<file path="config.mk">
export PLATFORM = sky130hd
export DESIGN_NAME = packet_class_statistics_counter_top
export DESIGN_NICKNAME = d
export VERILOG_FILES = /design/src/rtl/core/pcsc_pkg.sv /design/src/rtl/core/pcsc_ctrl.sv /design/src/rtl/core/pcsc_dp.sv /design/src/rtl/core/packet_class_statistics_counter_top.sv
export SDC_FILE = /design/constraint.sdc
export NUM_CORES = 1
export LEC_CHECK = 0
export ABC_AREA = 1
export BUFFER_PORTS_ARGS = -buffer_cell sky130_fd_sc_hd__buf_2
export CELL_PAD_IN_SITES_DETAIL_PLACEMENT = 1
export CELL_PAD_IN_SITES_GLOBAL_PLACEMENT = 2
export CORE_ASPECT_RATIO = 0.9
export CORE_MARGIN = 2
export CORE_UTILIZATION = 41
export DETAILED_ROUTE_END_ITERATION = 8
export GPL_ROUTABILITY_DRIVEN = 0
export PLACE_DENSITY = 0.94
export SLEW_MARGIN = 30
export SYNTH_ARGS = -nofsm -noshare
export SYNTH_HDL_FRONTEND = slang
export SYNTH_HIERARCHICAL = 1
export SYNTH_SLANG_ARGS = --single-unit
</file>
<file path="constraint.sdc">
create_clock -name i_clk -period 6.3 [get_ports i_clk]
set_input_delay 0.945 -clock i_clk [delete_from_list [all_inputs] [get_ports i_clk]]
set_output_delay 0.945 -clock i_clk [all_outputs]
set_load 0.02 [all_outputs]
</file>
<file path="src/rtl/core/pcsc_pkg.sv">
`timescale 1ns / 1ps
// ----------------------------------------------------------------------------
// pcsc_pkg
// Types, codes and constants shared by the packet class statistics counter.
// ----------------------------------------------------------------------------
package pcsc_pkg;

    // default counter width
    localparam int DEF_COUNTER_WIDTH = 32;

    // field widths
    localparam int ADDR_W    = 32;
    localparam int PORT_W    = 16;
    localparam int PROTO_W   = 8;
    localparam int THR_W     = 16;
    localparam int VALUE_W   = 32;
    localparam int CID_W     = 4;
    localparam int CFG_IDX_W = 1;
    localparam int CFG_W     = 32;

    // configuration register indexes
    localparam logic [CFG_IDX_W-1:0] CFG_LOCAL_ADDR     = 1'd0;
    localparam logic [CFG_IDX_W-1:0] CFG_WARN_THRESHOLD = 1'd1;

    // reset values of configuration registers
    localparam logic [ADDR_W-1:0] LOCAL_ADDR_RST     = 32'd0;
    localparam logic [THR_W-1:0]  WARN_THRESHOLD_RST = 16'd100;

    // item commands
    localparam logic CMD_COUNT = 1'b0;
    localparam logic CMD_SNAP  = 1'b1;

    // ip protocol numbers
    localparam logic [PROTO_W-1:0] PROTO_ICMP = 8'd1;
    localparam logic [PROTO_W-1:0] PROTO_IGMP = 8'd2;
    localparam logic [PROTO_W-1:0] PROTO_TCP  = 8'd6;
    localparam logic [PROTO_W-1:0] PROTO_UDP  = 8'd17;

    // service ports
    localparam logic [PORT_W-1:0] PORT_HTTP     = 16'd80;
    localparam logic [PORT_W-1:0] PORT_HTTPS    = 16'd443;
    localparam logic [PORT_W-1:0] PORT_DNS      = 16'd53;
    localparam logic [PORT_W-1:0] PORT_DHCP     = 16'd67;
    localparam logic [PORT_W-1:0] PORT_SSH      = 16'd22;
    localparam logic [PORT_W-1:0] PORT_FTP_DATA = 16'd20;
    localparam logic [PORT_W-1:0] PORT_FTP_CTRL = 16'd21;

    // class counter slots
    localparam int NUM_CLASS  = 12;
    localparam int CLS_SEL_W  = $clog2(NUM_CLASS);
    localparam int CLS_HTTP   = 0;
    localparam int CLS_HTTPS  = 1;
    localparam int CLS_DNS    = 2;
    localparam int CLS_DHCP   = 3;
    localparam int CLS_SSH    = 4;
    localparam int CLS_FTP    = 5;
    localparam int CLS_TCP    = 6;
    localparam int CLS_UDP    = 7;
    localparam int CLS_ICMP   = 8;
    localparam int CLS_IGMP   = 9;
    localparam int CLS_OTHERS = 10;
    localparam int CLS_TOTAL  = 11;

    // counter ids on readout
    localparam logic [CID_W-1:0] CID_INTERVAL = 4'd0;
    localparam logic [CID_W-1:0] CID_MAX      = 4'd1;
    localparam logic [CID_W-1:0] CID_HTTP     = 4'd2;
    localparam logic [CID_W-1:0] CID_LAST     = 4'd13;

    // input item
    typedef struct packed {
        logic               command;
        logic [PROTO_W-1:0] ip_protocol;
        logic [ADDR_W-1:0]  dest_addr;
        logic [PORT_W-1:0]  src_port;
        logic [PORT_W-1:0]  dst_port;
    } t_in_item;

    // result item
    typedef struct packed {
        logic [CID_W-1:0]   counter_id;
        logic [VALUE_W-1:0] count_value;
        logic               over_threshold;
        logic               last;
    } t_out_item;

    // controller to datapath commands
    typedef struct packed {
        logic             count_pkt;
        logic             take_snap;
        logic             load_out;
        logic [CID_W-1:0] read_idx;
        logic             last;
    } t_ctrl_cmd;

    // datapath to controller status
    typedef struct packed {
        logic out_free;
    } t_dp_status;

endpackage

</file>
<file path="src/rtl/core/pcsc_ctrl.sv">
`timescale 1ns / 1ps
// ----------------------------------------------------------------------------
// pcsc_ctrl
// Controller: accepts items, sequences the fourteen counter reads of a
// snapshot and stalls the input channel while reads are pending.
// ----------------------------------------------------------------------------
module pcsc_ctrl
    import pcsc_pkg::*;
(
    input  logic       i_clk,
    input  logic       i_rst_n,
    input  logic       i_in_valid,
    input  logic       i_command,
    output logic       o_in_stall,
    input  t_dp_status i_status,
    output t_ctrl_cmd  o_cmd
);

    typedef enum logic {
        ST_IDLE,
        ST_READ
    } t_state;

    t_state           r_state;
    logic [CID_W-1:0] r_idx;
    logic             w_accept;

    // input handshake and commands
    always_comb begin
        o_in_stall      = (r_state != ST_IDLE);
        w_accept        = i_in_valid && !o_in_stall;
        o_cmd.count_pkt = w_accept && (i_command == CMD_COUNT);
        o_cmd.take_snap = w_accept && (i_command == CMD_SNAP);
        o_cmd.load_out  = (r_state == ST_READ) && i_status.out_free;
        o_cmd.read_idx  = r_idx;
        o_cmd.last      = (r_idx == CID_LAST);
    end

    // state and readout index
    always_ff @(posedge i_clk) begin
        if (!i_rst_n) begin
            r_state <= ST_IDLE;
            r_idx   <= CID_INTERVAL;
        end else begin
            unique case (r_state)
                ST_IDLE: begin
                    if (o_cmd.take_snap) begin
                        r_state <= ST_READ;
                        r_idx   <= CID_INTERVAL;
                    end
                end
                ST_READ: begin
                    if (o_cmd.load_out) begin
                        if (o_cmd.last) begin
                            r_state <= ST_IDLE;
                            r_idx   <= CID_INTERVAL;
                        end else begin
                            r_idx <= r_idx + CID_W'(1);
                        end
                    end
                end
                default: begin
                    r_state <= ST_IDLE;
                    r_idx   <= CID_INTERVAL;
                end
            endcase
        end
    end

endmodule

</file>
<file path="src/rtl/core/pcsc_dp.sv">
`timescale 1ns / 1ps
// ----------------------------------------------------------------------------
// pcsc_dp
// Datapath: configuration registers, packet classification, class and
// interval counters, snapshot registers and the output register.
// ----------------------------------------------------------------------------
module pcsc_dp
    import pcsc_pkg::*;
#(
    parameter int COUNTER_WIDTH = DEF_COUNTER_WIDTH
) (
    input  logic                 i_clk,
    input  logic                 i_rst_n,
    input  logic                 i_cfg_we,
    input  logic [CFG_IDX_W-1:0] i_cfg_idx,
    input  logic [CFG_W-1:0]     i_cfg_data,
    input  t_in_item             i_in_item,
    input  t_ctrl_cmd            i_cmd,
    output t_dp_status           o_status,
    input  logic                 i_out_stall,
    output logic                 o_out_valid,
    output t_out_item            o_out_item
);

    localparam int CMP_W = (COUNTER_WIDTH > THR_W) ? COUNTER_WIDTH : THR_W;
    localparam int VAL_W = (COUNTER_WIDTH > VALUE_W) ? COUNTER_WIDTH : VALUE_W;

    logic [ADDR_W-1:0]        r_local_addr;
    logic [THR_W-1:0]         r_warn;
    logic [COUNTER_WIDTH-1:0] r_interval;
    logic [COUNTER_WIDTH-1:0] r_max;
    logic [COUNTER_WIDTH-1:0] r_snap;
    logic                     r_over;
    logic [COUNTER_WIDTH-1:0] r_cls [NUM_CLASS];
    logic                     r_out_valid;
    t_out_item                r_out_item;

    logic [PORT_W-1:0]        w_port;
    logic [NUM_CLASS-1:0]     w_inc;
    logic [CLS_SEL_W-1:0]     w_cls_sel;
    logic [COUNTER_WIDTH-1:0] w_read_val;
    logic [VAL_W-1:0]         w_val_ext;

    // configuration registers
    always_ff @(posedge i_clk) begin
        if (!i_rst_n) begin
            r_local_addr <= LOCAL_ADDR_RST;
            r_warn       <= WARN_THRESHOLD_RST;
        end else if (i_cfg_we) begin
            unique case (i_cfg_idx)
                CFG_LOCAL_ADDR:     r_local_addr <= i_cfg_data[ADDR_W-1:0];
                CFG_WARN_THRESHOLD: r_warn       <= i_cfg_data[THR_W-1:0];
                default: ;
            endcase
        end
    end

    // service port pick and class decode
    always_comb begin
        w_port = (i_in_item.dest_addr == r_local_addr) ? i_in_item.dst_port
                                                       : i_in_item.src_port;
        w_inc            = '0;
        w_inc[CLS_TOTAL] = 1'b1;
        unique case (i_in_item.ip_protocol)
            PROTO_ICMP: w_inc[CLS_ICMP] = 1'b1;
            PROTO_IGMP: w_inc[CLS_IGMP] = 1'b1;
            PROTO_TCP: begin
                w_inc[CLS_TCP] = 1'b1;
                unique case (w_port)
                    PORT_HTTP:     w_inc[CLS_HTTP]  = 1'b1;
                    PORT_HTTPS:    w_inc[CLS_HTTPS] = 1'b1;
                    PORT_DNS:      w_inc[CLS_DNS]   = 1'b1;
                    PORT_DHCP:     w_inc[CLS_DHCP]  = 1'b1;
                    PORT_SSH:      w_inc[CLS_SSH]   = 1'b1;
                    PORT_FTP_DATA: w_inc[CLS_FTP]   = 1'b1;
                    PORT_FTP_CTRL: w_inc[CLS_FTP]   = 1'b1;
                    default: ;
                endcase
            end
            PROTO_UDP: begin
                w_inc[CLS_UDP] = 1'b1;
                if (w_port == PORT_DNS) begin
                    w_inc[CLS_DNS] = 1'b1;
                end
            end
            default: w_inc[CLS_OTHERS] = 1'b1;
        endcase
    end

    // counters and snapshot
    always_ff @(posedge i_clk) begin
        if (!i_rst_n) begin
            r_interval <= '0;
            r_max      <= '0;
            r_snap     <= '0;
            r_over     <= 1'b0;
            for (int i = 0; i < NUM_CLASS; i++) begin
                r_cls[i] <= '0;
            end
        end else if (i_cmd.count_pkt) begin
            r_interval <= r_interval + COUNTER_WIDTH'(1);
            for (int i = 0; i < NUM_CLASS; i++) begin
                if (w_inc[i]) begin
                    r_cls[i] <= r_cls[i] + COUNTER_WIDTH'(1);
                end
            end
        end else if (i_cmd.take_snap) begin
            r_snap     <= r_interval;
            r_interval <= '0;
            r_over     <= CMP_W'(r_interval) > CMP_W'(r_warn);
            if (r_max < r_interval) begin
                r_max <= r_interval;
            end
        end
    end

    // readout select
    always_comb begin
        w_cls_sel = CLS_SEL_W'(i_cmd.read_idx - CID_HTTP);
        priority if (i_cmd.read_idx == CID_INTERVAL) begin
            w_read_val = r_snap;
        end else if (i_cmd.read_idx == CID_MAX) begin
            w_read_val = r_max;
        end else if (w_cls_sel < CLS_SEL_W'(NUM_CLASS)) begin
            w_read_val = r_cls[w_cls_sel];
        end else begin
            w_read_val = '0;
        end
        w_val_ext = VAL_W'(w_read_val);
    end

    // output register
    always_ff @(posedge i_clk) begin
        if (!i_rst_n) begin
            r_out_valid <= 1'b0;
        end else if (i_cmd.load_out) begin
            r_out_valid <= 1'b1;
        end else if (!i_out_stall) begin
            r_out_valid <= 1'b0;
        end
    end

    always_ff @(posedge i_clk) begin
        if (i_cmd.load_out) begin
            r_out_item.counter_id     <= i_cmd.read_idx;
            r_out_item.count_value    <= w_val_ext[VALUE_W-1:0];
            r_out_item.over_threshold <= r_over;
            r_out_item.last           <= i_cmd.last;
        end
    end

    assign o_status.out_free = !r_out_valid || !i_out_stall;
    assign o_out_valid       = r_out_valid;
    assign o_out_item        = r_out_item;

endmodule

</file>
<file path="src/rtl/core/packet_class_statistics_counter_top.sv">
`timescale 1ns / 1ps
// Packet items are counted at the edge they are accepted, no result, one per cycle
// while the input is not stalled. A snapshot item moves the controller into its read
// state, which loads one counter read per cycle into the output register while the
// output is not stalled: fourteen reads in all. The input stalls from the snapshot
// until the last read is loaded into the output register.
// Reset clears all counters, local_addr to 0 and warn_threshold to 100.
// ----------------------------------------------------------------------------
// packet_class_statistics_counter_top
// Counts packets by protocol and service port and reads the counters out on
// a snapshot item.
// ----------------------------------------------------------------------------
module packet_class_statistics_counter_top
    import pcsc_pkg::*;
#(
    parameter int COUNTER_WIDTH = DEF_COUNTER_WIDTH
) (
    input  logic                 i_clk,
    input  logic                 i_rst_n,
    input  logic                 i_cfg_we,
    input  logic [CFG_IDX_W-1:0] i_cfg_idx,
    input  logic [CFG_W-1:0]     i_cfg_data,
    input  logic                 i_in_valid,
    output logic                 o_in_stall,
    input  t_in_item             i_in_item,
    output logic                 o_out_valid,
    input  logic                 i_out_stall,
    output t_out_item            o_out_item
);

    t_ctrl_cmd  w_cmd;
    t_dp_status w_status;

    // controller
    pcsc_ctrl u_ctrl (
        .i_clk      (i_clk),
        .i_rst_n    (i_rst_n),
        .i_in_valid (i_in_valid),
        .i_command  (i_in_item.command),
        .o_in_stall (o_in_stall),
        .i_status   (w_status),
        .o_cmd      (w_cmd)
    );

    // datapath
    pcsc_dp #(
        .COUNTER_WIDTH (COUNTER_WIDTH)
    ) u_dp (
        .i_clk       (i_clk),
        .i_rst_n     (i_rst_n),
        .i_cfg_we    (i_cfg_we),
        .i_cfg_idx   (i_cfg_idx),
        .i_cfg_data  (i_cfg_data),
        .i_in_item   (i_in_item),
        .i_cmd       (w_cmd),
        .o_status    (w_status),
        .i_out_stall (i_out_stall),
        .o_out_valid (o_out_valid),
        .o_out_item  (o_out_item)
    );

`ifndef ASSERT_OFF
    // a snapshot item blocks the input on the next cycle
    a_snap_stalls: assert property (@(posedge i_clk) disable iff (!i_rst_n)
        (i_in_valid && !o_in_stall && (i_in_item.command == CMD_SNAP)) |=> o_in_stall)
        else $error("input not stalled after snapshot");

    // counter ids in range
    a_cid_range: assert property (@(posedge i_clk) disable iff (!i_rst_n)
        o_out_valid |-> (o_out_item.counter_id <= CID_LAST))
        else $error("counter id out of range");

    // reads follow each other in order within a run
    a_cid_step: assert property (@(posedge i_clk) disable iff (!i_rst_n)
        (o_out_valid && !i_out_stall && !o_out_item.last) |=>
        (o_out_valid && (o_out_item.counter_id == $past(o_out_item.counter_id) + 4'd1)))
        else $error("counter read sequence broken");

    // the warning flag holds through a run
    a_over_stable: assert property (@(posedge i_clk) disable iff (!i_rst_n)
        (o_out_valid && !i_out_stall && !o_out_item.last) |=>
        $stable(o_out_item.over_threshold))
        else $error("warning flag changed within a snapshot");

    // last only on the final counter
    a_last_id: assert property (@(posedge i_clk) disable iff (!i_rst_n)
        (o_out_valid && o_out_item.last) |-> (o_out_item.counter_id == CID_LAST))
        else $error("last flag on wrong counter");
`endif

endmodule

</file>
==> results.sh <==
export IMPL_io_buffers=150
export IMPL_power_mw=9.05
export IMPL_core_area_um2=82700
export IMPL_hold_ws_ps=433
export IMPL_area_growth_pct=12.0
export IMPL_tritoncts_num_sinks=573
export IMPL_clock_tree_buffer_depth=3
export IMPL_muxShareOfSynthArea=0
export IMPL_worst_pin_slew_ps=1080
export IMPL_fp_dieW_um=308
export IMPL_routed_via_density=5.65
export IMPL_slowest_stage="inv_1"
export IMPL_rows=100
export IMPL_final_nets=4617
export IMPL_fmax_ghz=0.256
export IMPL_track_usage=0.277
export IMPL_hold_violations=0
export IMPL_ys_seq_area_frac=0.459
export IMPL_crit_chain="inv_1, ha_1, buf_4, inv_1, buf_4, o21ai_0, a21oi_1, o21ai_0, o21ai_0, o21ai_0, a22oi_1, a21oi_1"
export IMPL_yosysUniqueCellTypes=52
export IMPL_rsz0062_at_grt="false"
export IMPL_dp_hpwl_um=87400
export IMPL_num_vias=31700
export IMPL_die_h_um=278
export IMPL_wirelength_um=120000
export IMPL_drc=0
export IMPL_final_util=0.463
export IMPL_grt_max_degree=100
export IMPL_post_cts_buffers=0
export IMPL_layout_drive_gt1_share=0.0839
export IMPL_fillers=10200
export IMPL_status="finished clean"
export IMPL_crit_type="reg2reg"
export IMPL_fin_crit_sh=0.620
export IMPL_leakagePower_nw=14.5
export IMPL_setup_viol=0
export IMPL_yosys_area_share_xor_xnor=0.0494
export IMPL_htreeDepth=3
export IMPL_seq_area_um2=15700
export IMPL_synth_top_area_share=0.371
export IMPL_ios=151
export IMPL_drv_slew=0
export IMPL_grt_pass1_wl_um=185000
export IMPL_async_flop_share=0
export IMPL_placed_cells=5492
export IMPL_route_antenna_remaining_nets=0
export IMPL_period_needed_ps=3910
export IMPL_cts_tree="built"
export IMPL_grt_ovfl_total=0
export IMPL_final_area_um2=38300
export IMPL_place_area_um2=36100
export IMPL_first_pass_iters=7
export IMPL_cts_root_buf="clkbuf_16"
export IMPL_synth_enable_flop_cells=422
export IMPL_slowest_delay_ps=630
export IMPL_cts_buffers=70
export IMPL_drt_iter0_markers=3036
export IMPL_setup_tns_final_ps=0
export IMPL_yosysTopAreaCell="edfxtp_1"
export IMPL_synth_most_common_cell="nand2_1"
export IMPL_min_delay_path_class="reg2reg"
export IMPL_cts_hold_buf=0
export IMPL_ys_warn_count=6
export IMPL_synthAdderAreaFrac=0.0231
export IMPL_synthCells=4331
export IMPL_synth_top_family_by_area="simple AND/OR/NAND/NOR gates"
export IMPL_power_density_nw_per_um2=236
export IMPL_synthesis_area_um2=34200
export IMPL_max_slew_margin=0.271
export IMPL_clkTransAtPathRegs_ps=60
export IMPL_initial_core_util=0.413
export IMPL_cp_required_ps=6630
export IMPL_n_antenna_cell=0
export IMPL_syn_nets=4505
export IMPL_antenna_found_initial=3
export IMPL_skew_ps=26.2
export IMPL_post_place_ws_ps=2180
export IMPL_wl_per_cell_um=21.3
export IMPL_worst_path_most_repeated_cell="o21ai_0"
export IMPL_setup_slack_ps=2390
export IMPL_worstSetupEndpointType="flip-flop"
export IMPL_cts_resized=0
export IMPL_die_area_um2=85700
export IMPL_synth_top_cells_by_area="edfxtp_1, dfxtp_1, nand2_1"
export IMPL_grt_pass1_vias=31200
export IMPL_cap_violations=0
export IMPL_synth_compound_area_frac=0.143
export IMPL_ys_seq_elements=573
export IMPL_synthFlopType="edfxtp_1"
export IMPL_critPathMaxFanout=27
export IMPL_cp_start_kind="flip-flop"
export IMPL_fin_cells=5614
export IMPL_multi_input_area_um2=15600
export IMPL_arrival_ps=4240
export IMPL_synth_simple_area_share=0.240
export IMPL_avgSynthCellArea_um2=7.90
export IMPL_clock_latency_ps=650
export IMPL_ir_drop_mv=0.174
export IMPL_synth_common_cells="nand2_1, nor2_1, inv_1"
## area by class of cell
cell class	instances	area share
Sequential cell	573	0.410
Multi-Input combinational cell	2994	0.408
Inverter	601	0.0590
Clock buffer	89	0.0489
Tap cell	1122	0.0366
Timing Repair Buffer	203	0.0304
Clock inverter	32	0.00755
## final timing paths
check,startpoint,end,slack [ps],depth (start not counted)
setup / recovery,u_ctrl/r_idx[2],u_dp/o_out_item[27],2390,12
hold / removal,u_dp/r_over,u_dp/o_out_item[1],430,0
setup reg to reg,u_ctrl/r_idx[2],u_dp/o_out_item[27],2390,12
hold reg to reg,u_dp/r_over,u_dp/o_out_item[1],430,0
## layout by cell type (no fill, tap or decap), types with 15 or more instances in the layout
master	netlist	layout
a211oi_1	26	26
a21oi_1	374	373
a31oi_1	26	26
buf_2	12	149
buf_4	0	53
clkbuf_1	133	15
clkbuf_16	0	71
clkinv_1	4	17
dfxtp_1	151	149
edfxtp_1	422	422
ha_1	63	63
inv_1	586	583
nand2_1	677	675
nand3_1	183	182
nand4_1	117	117
nor2_1	623	622
nor2_4	27	27
nor3_1	145	145
nor3b_1	16	16
nor4_1	31	31
o211ai_1	16	16
o21a_1	16	16
o21ai_0	312	312
o221ai_1	37	37
xnor2_1	60	59
xor2_1	133	133
## flip-flops by register name (all words and copies together) (netlist names)
register and flops:
u_dp/r_cls 384, u_dp/o_out_item 38, u_dp/r_interval 32, u_dp/r_local_addr 32
u_dp/r_max 32, u_dp/r_snap 32, u_dp/r_warn 16, u_ctrl/r_idx 4
u_ctrl/o_in_stall 1, u_dp/o_out_valid 1, u_dp/r_over 1
## routing by layer
| metal | vias to the layer above | GRT usage | routed length (um) |
|---|---|---|---|
| met1 | 15600 | 0.411 | 55800 |
| met5 | - | 0 | 29 |
| li1 | 14900 | - | - |
| met2 | 1031 | 0.407 | 51200 |
| met3 | 175 | 0.0477 | 8930 |
| met4 | 4 | 0.0873 | 3840 |
## critical path: cells and delay by family (launching register included)
| kind | cells | cell delay, ps |
|---|---|---|
| buffers and inverters | 4 | 1380 |
| AO/OA/AOI/OAI | 7 | 1310 |
| flip-flops | 1 | 590 |
| adder cells (fa/ha/maj) | 1 | 290 |
## report_power, final
group / switching [mW] / internal [mW] / total [mW]
sequential: 0.145 / 4.22 / 4.36
clock: 1.75 / 2.18 / 3.92
combinational: 0.548 / 0.219 / 0.767
## kinds of logic after synthesis
kind of cell,after synthesis
and+or+nand+nor,1861
AOI/OAI and AO/OA,877
buffers and inverters,764
DFF,573
xor gates and xnor gates,193
adders and majority gates,63
Note: power is estimated with default switching activity, not from simulation.
